==> src/rtl/dcc_pkg.sv <==
package dcc_pkg;

    // Packet buffer sizing
    localparam int MaxBytes = 6;
    localparam int AddrW    = $clog2(MaxBytes);
    localparam int CntW     = $clog2(MaxBytes + 2);
    localparam int CmpW     = (CntW > 3) ? CntW : 3;

    // Framing constants
    localparam int PreW           = 4;
    localparam int PreambleNeeded = 10;
    localparam int BitsPerByte    = 8;

    // Configuration register indexes
    localparam logic [2:0] CfgOneMin   = 3'd0;
    localparam logic [2:0] CfgOneMax   = 3'd1;
    localparam logic [2:0] CfgZeroMin  = 3'd2;
    localparam logic [2:0] CfgZeroMax  = 3'd3;
    localparam logic [2:0] CfgMinBytes = 3'd4;

    // Configuration reset values
    localparam logic [15:0] RstOneMin   = 16'd52;
    localparam logic [15:0] RstOneMax   = 16'd64;
    localparam logic [15:0] RstZeroMin  = 16'd90;
    localparam logic [15:0] RstZeroMax  = 16'd10000;
    localparam logic [2:0]  RstMinBytes = 3'd3;

    typedef enum logic [1:0] {
        KIND_BYTE   = 2'd0,
        KIND_TIMING = 2'd1,
        KIND_COUNT  = 2'd2
    } t_kind;

    // Controller to datapath
    typedef struct packed {
        logic  load_period;
        logic  go_idle;
        logic  pre_start;
        logic  pre_inc;
        logic  data_start;
        logic  data_shift;
        logic  byte_next;
        logic  clear_bytes;
        logic  drain_clear;
        logic  drain_next;
        logic  drain_read;
        logic  push;
        t_kind push_kind;
    } t_dp_cmd;

    // Datapath to controller
    typedef struct packed {
        logic bit_one;
        logic bit_valid;
        logic pre_done;
        logic byte_done;
        logic count_ok;
        logic drain_last;
        logic out_free;
    } t_dp_sts;

endpackage

==> src/rtl/dcc_if.sv <==
interface dcc_in_if;
    logic        valid;
    logic        ready;
    logic [15:0] bit_period;

    modport source (output valid, output bit_period, input ready);
    modport sink   (input valid, input bit_period, output ready);
endinterface

interface dcc_out_if;
    logic       valid;
    logic       ready;
    logic [1:0] kind;
    logic [7:0] byte_value;
    logic [2:0] byte_index;
    logic       last;

    modport source (output valid, output kind, output byte_value, output byte_index,
                    output last, input ready);
    modport sink   (input valid, input kind, input byte_value, input byte_index,
                    input last, output ready);
endinterface

interface dcc_cfg_if;
    logic        valid;
    logic        ready;
    logic [2:0]  index;
    logic [15:0] data;

    modport source (output valid, output index, output data, input ready);
    modport sink   (input valid, input index, input data, output ready);
endinterface

==> src/rtl/dcc_ram.sv <==
module dcc_ram #(
    parameter int Width = 8,
    parameter int Depth = 6
) (
    input  logic                     i_clk,
    input  logic                     i_wr_en,
    input  logic [$clog2(Depth)-1:0] i_wr_addr,
    input  logic [Width-1:0]         i_wr_data,
    input  logic                     i_rd_en,
    input  logic [$clog2(Depth)-1:0] i_rd_addr,
    output logic [Width-1:0]         o_rd_data
);

    logic [Width-1:0] r_mem [Depth];
    logic [Width-1:0] r_rd_data;

    always_ff @(posedge i_clk) begin
        if (i_wr_en) begin
            r_mem[i_wr_addr] <= i_wr_data;
        end
        if (i_rd_en) begin
            r_rd_data <= r_mem[i_rd_addr];
        end
    end

    assign o_rd_data = r_rd_data;

endmodule

==> src/rtl/dcc_datapath.sv <==
module dcc_datapath
    import dcc_pkg::*;
(
    input  logic         i_clk,
    input  logic         i_rst_n,
    dcc_in_if.sink       i_in,
    dcc_out_if.source    o_out,
    dcc_cfg_if.sink      i_cfg,
    input  t_dp_cmd      i_cmd,
    output t_dp_sts      o_sts
);

    logic [15:0]      r_one_min, r_one_max, r_zero_min, r_zero_max;
    logic [2:0]       r_min_bytes;
    logic [15:0]      r_period;
    logic [7:0]       r_shift;
    logic [PreW-1:0]  r_pre;
    logic [3:0]       r_bits;
    logic [CntW-1:0]  r_bytes;
    logic [AddrW-1:0] r_drain_idx;

    logic             r_out_valid;
    t_kind            r_out_kind;
    logic [7:0]       r_out_value;
    logic [2:0]       r_out_index;
    logic             r_out_last;

    logic             is_one;
    logic             is_zero;
    logic [7:0]       n_shift;
    logic             store_wr;
    logic [7:0]       rd_data;
    logic             drain_last;

    assign i_cfg.ready = 1'b1;

    // Hold configuration registers
    always_ff @(posedge i_clk) begin
        if (!i_rst_n) begin
            r_one_min   <= RstOneMin;
            r_one_max   <= RstOneMax;
            r_zero_min  <= RstZeroMin;
            r_zero_max  <= RstZeroMax;
            r_min_bytes <= RstMinBytes;
        end else if (i_cfg.valid) begin
            case (i_cfg.index)
                CfgOneMin:   r_one_min   <= i_cfg.data;
                CfgOneMax:   r_one_max   <= i_cfg.data;
                CfgZeroMin:  r_zero_min  <= i_cfg.data;
                CfgZeroMax:  r_zero_max  <= i_cfg.data;
                CfgMinBytes: r_min_bytes <= i_cfg.data[2:0];
                default: ;
            endcase
        end
    end

    // Classify the latched period: one window wins over zero window
    assign is_one  = (r_period >= r_one_min) && (r_period <= r_one_max);
    assign is_zero = (r_period >= r_zero_min) && (r_period <= r_zero_max);
    assign n_shift = {r_shift[6:0], is_one};

    assign store_wr   = i_cmd.data_shift && (r_bits >= 4'(BitsPerByte - 1))
                        && (r_bytes < CntW'(MaxBytes));
    assign drain_last = (CntW'(r_drain_idx) + CntW'(1)) == r_bytes;

    // Advance framing counters and shift register
    always_ff @(posedge i_clk) begin
        if (!i_rst_n) begin
            r_shift     <= '0;
            r_pre       <= '0;
            r_bits      <= '0;
            r_bytes     <= '0;
            r_drain_idx <= '0;
        end else begin
            if (i_cmd.go_idle) begin
                r_shift <= '0;
                r_pre   <= '0;
                r_bits  <= '0;
                r_bytes <= '0;
            end
            if (i_cmd.pre_start) begin
                r_pre  <= PreW'(1);
                r_bits <= '0;
            end
            if (i_cmd.pre_inc && (r_pre != '1)) begin
                r_pre <= r_pre + PreW'(1);
            end
            if (i_cmd.data_start) begin
                r_shift <= '0;
                r_bits  <= '0;
                r_bytes <= '0;
            end
            if (i_cmd.data_shift) begin
                r_shift <= n_shift;
                r_bits  <= r_bits + 4'd1;
                if ((r_bits >= 4'(BitsPerByte - 1)) && (r_bytes <= CntW'(MaxBytes))) begin
                    r_bytes <= r_bytes + CntW'(1);
                end
            end
            if (i_cmd.byte_next) begin
                r_shift <= '0;
                r_bits  <= '0;
            end
            if (i_cmd.clear_bytes) begin
                r_bytes <= '0;
            end
            if (i_cmd.drain_clear) begin
                r_drain_idx <= '0;
            end else if (i_cmd.drain_next) begin
                r_drain_idx <= r_drain_idx + AddrW'(1);
            end
        end
    end

    // Latch the accepted period
    always_ff @(posedge i_clk) begin
        if (i_cmd.load_period) begin
            r_period <= i_in.bit_period;
        end
    end

    dcc_ram #(
        .Width (8),
        .Depth (MaxBytes)
    ) u_store (
        .i_clk     (i_clk),
        .i_wr_en   (store_wr),
        .i_wr_addr (AddrW'(r_bytes)),
        .i_wr_data (n_shift),
        .i_rd_en   (i_cmd.drain_read),
        .i_rd_addr (r_drain_idx),
        .o_rd_data (rd_data)
    );

    // Output register: load on push, drop when taken
    always_ff @(posedge i_clk) begin
        if (!i_rst_n) begin
            r_out_valid <= 1'b0;
        end else if (i_cmd.push) begin
            r_out_valid <= 1'b1;
        end else if (o_out.ready) begin
            r_out_valid <= 1'b0;
        end
    end

    always_ff @(posedge i_clk) begin
        if (i_cmd.push) begin
            r_out_kind <= i_cmd.push_kind;
            if (i_cmd.push_kind == KIND_BYTE) begin
                r_out_value <= rd_data;
                r_out_index <= 3'(r_drain_idx);
                r_out_last  <= drain_last;
            end else begin
                r_out_value <= '0;
                r_out_index <= '0;
                r_out_last  <= 1'b1;
            end
        end
    end

    assign o_out.valid      = r_out_valid;
    assign o_out.kind       = r_out_kind;
    assign o_out.byte_value = r_out_value;
    assign o_out.byte_index = r_out_index;
    assign o_out.last       = r_out_last;

    // Report status to the controller
    always_comb begin
        o_sts.bit_one    = is_one;
        o_sts.bit_valid  = is_one || is_zero;
        o_sts.pre_done   = r_pre >= PreW'(PreambleNeeded - 1);
        o_sts.byte_done  = r_bits >= 4'(BitsPerByte - 1);
        o_sts.count_ok   = (CmpW'(r_bytes) >= CmpW'(r_min_bytes))
                           && (r_bytes <= CntW'(MaxBytes)) && (r_bytes != '0);
        o_sts.drain_last = drain_last;
        o_sts.out_free   = !r_out_valid || o_out.ready;
    end

endmodule

==> src/rtl/dcc_ctrl.sv <==
module dcc_ctrl
    import dcc_pkg::*;
(
    input  logic    i_clk,
    input  logic    i_rst_n,
    input  logic    i_in_valid,
    output logic    o_in_ready,
    input  t_dp_sts i_sts,
    output t_dp_cmd o_cmd
);

    typedef enum logic [1:0] {
        ST_WAIT,
        ST_STEP,
        ST_DRAIN_RD,
        ST_DRAIN_WR
    } t_state;

    typedef enum logic [2:0] {
        PH_IDLE,
        PH_PREAMBLE,
        PH_START,
        PH_DATA,
        PH_INTERBIT
    } t_phase;

    t_state r_state, n_state;
    t_phase r_phase, n_phase;

    assign o_in_ready = (r_state == ST_WAIT);

    // Sequence one bit per transaction, then drain a finished packet
    always_comb begin
        n_state = r_state;
        n_phase = r_phase;
        o_cmd   = '0;
        o_cmd.push_kind = KIND_BYTE;
        case (r_state)
            ST_WAIT: begin
                if (i_in_valid) begin
                    o_cmd.load_period = 1'b1;
                    n_state = ST_STEP;
                end
            end
            ST_STEP: begin
                if (!i_sts.bit_valid) begin
                    // timing error: report only when a packet was under way
                    if (r_phase == PH_IDLE) begin
                        n_state = ST_WAIT;
                    end else if (i_sts.out_free) begin
                        o_cmd.go_idle   = 1'b1;
                        o_cmd.push      = 1'b1;
                        o_cmd.push_kind = KIND_TIMING;
                        n_phase = PH_IDLE;
                        n_state = ST_WAIT;
                    end
                end else begin
                    n_state = ST_WAIT;
                    case (r_phase)
                        PH_IDLE: begin
                            if (i_sts.bit_one) begin
                                o_cmd.pre_start = 1'b1;
                                n_phase = PH_PREAMBLE;
                            end
                        end
                        PH_PREAMBLE: begin
                            if (i_sts.bit_one) begin
                                o_cmd.pre_inc = 1'b1;
                                if (i_sts.pre_done) begin
                                    n_phase = PH_START;
                                end
                            end else begin
                                o_cmd.go_idle = 1'b1;
                                n_phase = PH_IDLE;
                            end
                        end
                        PH_START: begin
                            o_cmd.pre_inc = 1'b1;
                            if (!i_sts.bit_one) begin
                                o_cmd.data_start = 1'b1;
                                n_phase = PH_DATA;
                            end
                        end
                        PH_DATA: begin
                            o_cmd.data_shift = 1'b1;
                            if (i_sts.byte_done) begin
                                n_phase = PH_INTERBIT;
                            end
                        end
                        PH_INTERBIT: begin
                            if (!i_sts.bit_one) begin
                                o_cmd.byte_next = 1'b1;
                                n_phase = PH_DATA;
                            end else if (i_sts.count_ok) begin
                                o_cmd.pre_start   = 1'b1;
                                o_cmd.drain_clear = 1'b1;
                                n_phase = PH_PREAMBLE;
                                n_state = ST_DRAIN_RD;
                            end else if (i_sts.out_free) begin
                                o_cmd.go_idle   = 1'b1;
                                o_cmd.push      = 1'b1;
                                o_cmd.push_kind = KIND_COUNT;
                                n_phase = PH_IDLE;
                            end else begin
                                n_state = ST_STEP;
                            end
                        end
                        default: begin
                            o_cmd.go_idle = 1'b1;
                            n_phase = PH_IDLE;
                        end
                    endcase
                end
            end
            ST_DRAIN_RD: begin
                o_cmd.drain_read = 1'b1;
                n_state = ST_DRAIN_WR;
            end
            ST_DRAIN_WR: begin
                if (i_sts.out_free) begin
                    o_cmd.push      = 1'b1;
                    o_cmd.push_kind = KIND_BYTE;
                    if (i_sts.drain_last) begin
                        o_cmd.clear_bytes = 1'b1;
                        n_state = ST_WAIT;
                    end else begin
                        o_cmd.drain_next = 1'b1;
                        n_state = ST_DRAIN_RD;
                    end
                end
            end
            default: n_state = ST_WAIT;
        endcase
    end

    always_ff @(posedge i_clk) begin
        if (!i_rst_n) begin
            r_state <= ST_WAIT;
            r_phase <= PH_IDLE;
        end else begin
            r_state <= n_state;
            r_phase <= n_phase;
        end
    end

endmodule

==> src/rtl/dcc_packet_deframer.sv <==
// DCC packet deframer.
// i_in carries one measured bit period per transaction. Each period is
// classified as a one bit, a zero bit or a timing error against the
// configured windows, and drives preamble, start, data and interbit framing.
// o_out carries results: packet bytes in order (byte_index, last on the
// final byte), a timing error, or a byte count error (value 0, last 1).
// i_cfg writes the window limits and minimum packet length by register
// index; the write is always taken and should only be issued while idle.
// Each bit period is latched, then classified and applied to the framing;
// the input is ready again after that unless a result must wait for a free
// output register. A packet end bit then drains the packet buffer: each
// byte is one registered read of the buffer, then a push to the output.
// Results sit in a single output register, so the next period may be
// accepted while a result waits; when the receiver stalls, a new result
// holds the block until the register frees.
// Reset (synchronous, active low) returns framing to idle, restores the
// default windows and empties the output register. The packet buffer is not
// cleared; only bytes written in the current packet are read.
module dcc_packet_deframer
    import dcc_pkg::*;
(
    input  logic      i_clk,
    input  logic      i_rst_n,
    dcc_in_if.sink    i_in,
    dcc_out_if.source o_out,
    dcc_cfg_if.sink   i_cfg
);

    t_dp_cmd cmd;
    t_dp_sts sts;

    dcc_ctrl u_ctrl (
        .i_clk      (i_clk),
        .i_rst_n    (i_rst_n),
        .i_in_valid (i_in.valid),
        .o_in_ready (i_in.ready),
        .i_sts      (sts),
        .o_cmd      (cmd)
    );

    dcc_datapath u_dp (
        .i_clk   (i_clk),
        .i_rst_n (i_rst_n),
        .i_in    (i_in),
        .o_out   (o_out),
        .i_cfg   (i_cfg),
        .i_cmd   (cmd),
        .o_sts   (sts)
    );

endmodule

==> src/flat_wrapper.sv <==
// flat-port wrapper written by rule: the top's interface ports become plain ports
module dcc_packet_deframer_flat import dcc_pkg::*;
  (i_clk, i_rst_n, i_in_valid, i_in_bit_period, i_in_ready, o_out_valid, o_out_kind, o_out_byte_value, o_out_byte_index, o_out_last, o_out_ready, i_cfg_valid, i_cfg_index, i_cfg_data, i_cfg_ready);
  dcc_in_if i_in_i ();
  dcc_out_if o_out_i ();
  dcc_cfg_if i_cfg_i ();
  input  logic i_clk;
  input  logic i_rst_n;
  input wire logic [$bits(i_in_i.valid)-1:0] i_in_valid;
  input wire logic [$bits(i_in_i.bit_period)-1:0] i_in_bit_period;
  output wire logic [$bits(i_in_i.ready)-1:0] i_in_ready;
  output wire logic [$bits(o_out_i.valid)-1:0] o_out_valid;
  output wire logic [$bits(o_out_i.kind)-1:0] o_out_kind;
  output wire logic [$bits(o_out_i.byte_value)-1:0] o_out_byte_value;
  output wire logic [$bits(o_out_i.byte_index)-1:0] o_out_byte_index;
  output wire logic [$bits(o_out_i.last)-1:0] o_out_last;
  input wire logic [$bits(o_out_i.ready)-1:0] o_out_ready;
  input wire logic [$bits(i_cfg_i.valid)-1:0] i_cfg_valid;
  input wire logic [$bits(i_cfg_i.index)-1:0] i_cfg_index;
  input wire logic [$bits(i_cfg_i.data)-1:0] i_cfg_data;
  output wire logic [$bits(i_cfg_i.ready)-1:0] i_cfg_ready;
  assign i_in_i.valid = i_in_valid;
  assign i_in_i.bit_period = i_in_bit_period;
  assign i_in_ready = i_in_i.ready;
  assign o_out_valid = o_out_i.valid;
  assign o_out_kind = o_out_i.kind;
  assign o_out_byte_value = o_out_i.byte_value;
  assign o_out_byte_index = o_out_i.byte_index;
  assign o_out_last = o_out_i.last;
  assign o_out_i.ready = o_out_ready;
  assign i_cfg_i.valid = i_cfg_valid;
  assign i_cfg_i.index = i_cfg_index;
  assign i_cfg_i.data = i_cfg_data;
  assign i_cfg_ready = i_cfg_i.ready;
  dcc_packet_deframer u_core (.i_clk(i_clk), .i_rst_n(i_rst_n), .i_in(i_in_i), .o_out(o_out_i), .i_cfg(i_cfg_i));
endmodule
==> config.mk <==
export PLATFORM = sky130hd
export DESIGN_NAME = dcc_packet_deframer_flat
export DESIGN_NICKNAME = d
export VERILOG_FILES = /design/src/rtl/dcc_pkg.sv /design/src/rtl/dcc_if.sv /design/src/rtl/dcc_ram.sv /design/src/rtl/dcc_datapath.sv /design/src/rtl/dcc_ctrl.sv /design/src/rtl/dcc_packet_deframer.sv /design/src/flat_wrapper.sv
export SDC_FILE = /design/constraint.sdc
export NUM_CORES = 1
export LEC_CHECK = 0
export BUFFER_PORTS_ARGS = -buffer_cell sky130_fd_sc_hd__buf_2
export CELL_PAD_IN_SITES_DETAIL_PLACEMENT = 1
export CELL_PAD_IN_SITES_GLOBAL_PLACEMENT = 2
export CORE_AREA = 2 2 144 146
export CTS_BUF_LIST = sky130_fd_sc_hd__clkbuf_4
export DETAILED_ROUTE_END_ITERATION = 16
export DIE_AREA = 0 0 146 148
export GPL_ROUTABILITY_DRIVEN = 0
export PLACE_DENSITY_LB_ADDON = 0.1
export SETUP_SLACK_MARGIN = 0.02
export SLEW_MARGIN = 0
export SYNTH_ARGS = -nofsm -noshare
export SYNTH_HDL_FRONTEND = slang
export SYNTH_SLANG_ARGS = --single-unit
export TNS_END_PERCENT = 5
==> constraint.sdc <==
create_clock -name i_clk -period 9.5 [get_ports i_clk]
set_clock_uncertainty 0.1 [all_clocks]
set_input_delay 1.9 -clock i_clk [delete_from_list [all_inputs] [get_ports i_clk]]
set_output_delay 1.9 -clock i_clk [all_outputs]
set_load 0.01 [all_outputs]
==> metrics <==
clk buf depth 2; clock sinks between 150 and 200; flops & latches, synth 180; Synth Area in XOR/XNOR 0.604%; CP Launch Type flip-flop; final setup vio count 0; Distinct cells, synth slightly above 60; Clock transition at path regs ~0.17 ns; # Max-Cap Violations 0; Synth Area in Compound Gates 12.8%; num rows 52; depth of the CTS H-tree 4; clock latency on the worst-skew pair roughly 0.60 ns; Slowest-stage cell, CP nand2_1; Slew HR 24.8%; Num CTS Buffers 17; sequential share of power slightly below 60%; IO Port Bufs 55; Clk network pwr share about a third; area grow syn2layout 9.87%; Leakage 3.53 nW; CTS Hold Bufs 0; pre-CTS WS ~5 ns; HPWL Detailed roughly 17 mm; Post-synth EDFFs 86; Final Hold Fails 0; initial antenna violation count 1; setup slack after layout roughly 5.0 ns; Synth Flop Type dfxtp_1; WL/cell ~20 um; die area about 22,000 sq um; syn_nets between 900 and 1,000; Fin Setup TNS 0 ns; Post-Synth Simple-Gate Area around 16%; Pwr per Cell Area 151 nW/um^2; Synth area leader edfxtp_1; Routed WL 23.6 mm; critical path's largest stage delay approximately 0.57 ns; I/O pins 57; arrival time at the worst endpoint 4.70 ns; post-route cell area approximately 9600 sq um; Util after Layout 47.7%; Layout Nets 1,034; Synth Area per Inst 9.94 sq um; initial core utilization between 40% and 50%; fin crit period roughly 4.5 ns; vias in the first global route between 7,000 and 8,000; fin cells 1,203; mux cell area share after synthesis ~3.5%; worst slew pin tran 1.13 ns; Core Area between 20,000 and 25,000 sq um; Adder-Cell Fraction of Synth Area a little over a tenth; most frequent CP cell nand3_1; Synth top area share between 20% and 30%; antenna-violating nets left 0; Cell Area, Placed 9210 sq um; post-cts gate resize count 0; postcts setup bufs 0; final worst-path cycle share approximately 48%; Synth warnings 0; fmax between 0.2 and 0.25 GHz; RSZ-0062 raised after global routing no; post-synthesis sequential area ratio 51.3%; CP cell instances ha_1 > nand4_1 > or3_1 > o311ai_1 > nand3_1 > clkinv_1 > nand3_1 > a21oi_1 > nand3_1 > nand2_1; largest net degree at the start of global routing 59; DR pass1 iterations 4; power share of the combinational group 9.1%; main combinational cell family by area after synthesis simple AND/OR/NAND/NOR gates; vias about 6,600; Worst Setup End Kind flip-flop; Crit Path Class flip-flop to flip-flop; dpl cells between 1,000 and 1,500; DR iter-0 viols 345; Max Slew Vio Count 0; clk root buf clkbuf_4; Hold WC Path Type flip-flop to flip-flop; Pint between 1 and 1.5 mW; VDD IR max 0.0728 mV; fraction of registers with async set/reset 0%; TritonCTS clock tree yes; fill count about 2,300; cell count after synthesis about 900; drt drc 0; vias per cell between 5 and 6; switching pwr roughly 0.44 mW; total grt overflow 0; switching share of total power between 30% and 40%; WP data required roughly 9.7 ns; share of cells above drive strength 1 12.2%; Die H approximately 150 um; Cell Area, Synth slightly below 9000 sq um; top post-synthesis cells by area edfxtp_1 30%, dfxtp_1 22%, ha_1 11%; global-route wire length before repair 37.9 mm; Global Route Usage Sum 22.7%; CP Max Fanout 16; width of the die roughly 150 um; status finished clean
==> routing by layer <==
layer  share of wire (%)  track usage [%]
met1                  43             26.8
met2                  53             42.5
met3                 2.4             3.24
met4                 1.6             7.14
met5                   0                0
==> layout make-up <==
| cell class | count | area, sq um | share of cell area, % |
|---|---|---|---|
| antenna | 1 | 2.50 | 0.0262 |
| clock buffer | 17 | 128 | 1.34 |
| clock inverter | 15 | 211 | 2.21 |
| inverter | 77 | 289 | 3.03 |
| multi-input combinational | 580 | 3790 | 39.6 |
| sequential | 180 | 4460 | 46.7 |
| tap | 270 | 338 | 3.54 |
| timing repair buffer | 63 | 335 | 3.51 |
==> per-stage QoR <==
stage / hold WS [ns] / total power, mW
after global routing: 0.391 / 1.50
after global placement: 0.344 / 0.974
final: 0.367 / 1.44
after floorplan: 0.336 / 0.928
after detailed placement: 0.348 / 0.980
after CTS: 0.370 / 1.46
==> worst paths after layout <==
kind	startpoint	to	slack [ns]	depth (start not counted)
max reg2reg	u_core.u_dp.r_period[15]$_DFFE_PP_	u_core.u_dp.o_out.byte_index[1]$_SDFFCE_PP0P_	4.95	10
min	u_core.u_dp.r_one_max[11]$_SDFFE_PN0P_	u_core.u_dp.r_one_max[11]$_SDFFE_PN0P_	0.37	2
min reg2reg	u_core.u_dp.r_one_max[11]$_SDFFE_PN0P_	u_core.u_dp.r_one_max[11]$_SDFFE_PN0P_	0.37	2
max	u_core.u_dp.r_period[15]$_DFFE_PP_	u_core.u_dp.o_out.byte_index[1]$_SDFFCE_PP0P_	4.95	10
==> worst max-delay path, delay by kind of cell, from the launching register on <==
kind	cells	cell delay, ns
flip-flops	1	0.49
AO/OA/AOI/OAI	2	0.79
AND/OR/NAND/NOR	6	2.10
adder cells (fa/ha/maj)	1	0.35
buffers and inverters	1	0.37
==> cells in the mapped netlist, types with 4 or more instances <==
cell type	count
clkbuf_1	31
o21ai_0	14
or3_1	6
a21o_1	7
a21oi_1	92
o21a_1	4
and3_1	5
inv_1	74
nor2b_1	9
mux2i_1	11
edfxtp_1	86
a211oi_1	5
mux4_2	8
o211ai_1	18
nand4_1	14
a32oi_1	6
nor2_1	33
nand2_1	161
ha_1	75
nand3_1	23
nand2b_1	7
nor4_1	8
nor3_1	10
dfxtp_1	94
and2_1	13
==> cells by family (layout without fill, tap and decap cells) <==
group	Yosys count	count (layout)
other	1	2
adder cells (fa/ha/maj)	75	75
AND/OR/NAND/NOR	299	299
multiplexers	20	20
flip-flops	180	180
XOR/XNOR	6	6
AO/OA/AOI/OAI	179	179
buffers and inverters	115	172
==> power by group through the flow <==
stage          sequential (mW)  clock, mW  combinational [mW]
2_1_floorplan            0.846          0              0.0824
5_1_grt                  0.835      0.521               0.148
6_report                 0.833      0.480               0.131
3_5_place_dp             0.850          0               0.130
3_3_place_gp             0.849          0               0.125
4_1_cts                  0.833      0.493               0.132
==> layout by cell type (no fill, tap or decap), types with 13 or more instances in the layout <==
cell | synthesis | routed
o211ai_1 | 18 | 18
ha_1 | 75 | 75
dfxtp_1 | 94 | 94
nand4_1 | 14 | 14
a21oi_1 | 92 | 92
nand2_1 | 161 | 161
nor2_1 | 33 | 31
o21ai_0 | 14 | 14
buf_2 | 3 | 55
and2_1 | 13 | 13
edfxtp_1 | 86 | 86
clkbuf_4 | 0 | 17
inv_1 | 74 | 74
nand3_1 | 23 | 23
==> flip-flops by register name (all words and copies together), names as in the netlist, 2 cells and up <==
signal and count:
u_core.u_dp.r_min_bytes 3, u_core.u_ctrl.r_phase 3, u_core.u_dp.r_one_min 16, u_core.u_dp.o_out.kind 2, u_core.u_dp.o_out.byte_value 8, u_core.u_dp.u_store.r_mem 48, u_core.u_dp.r_bytes 3, u_core.u_dp.o_out.byte_index 3
u_core.u_dp.r_drain_idx 3, u_core.u_dp.r_zero_max 16, u_core.u_dp.r_one_max 16, u_core.u_dp.r_bits 4, u_core.u_dp.r_pre 4, u_core.u_ctrl.r_state 2, u_core.u_dp.r_zero_min 16, u_core.u_dp.r_period 16
u_core.u_dp.u_store.o_rd_data 8, u_core.u_dp.r_shift 7
Power figures use the tool's default switching activity.
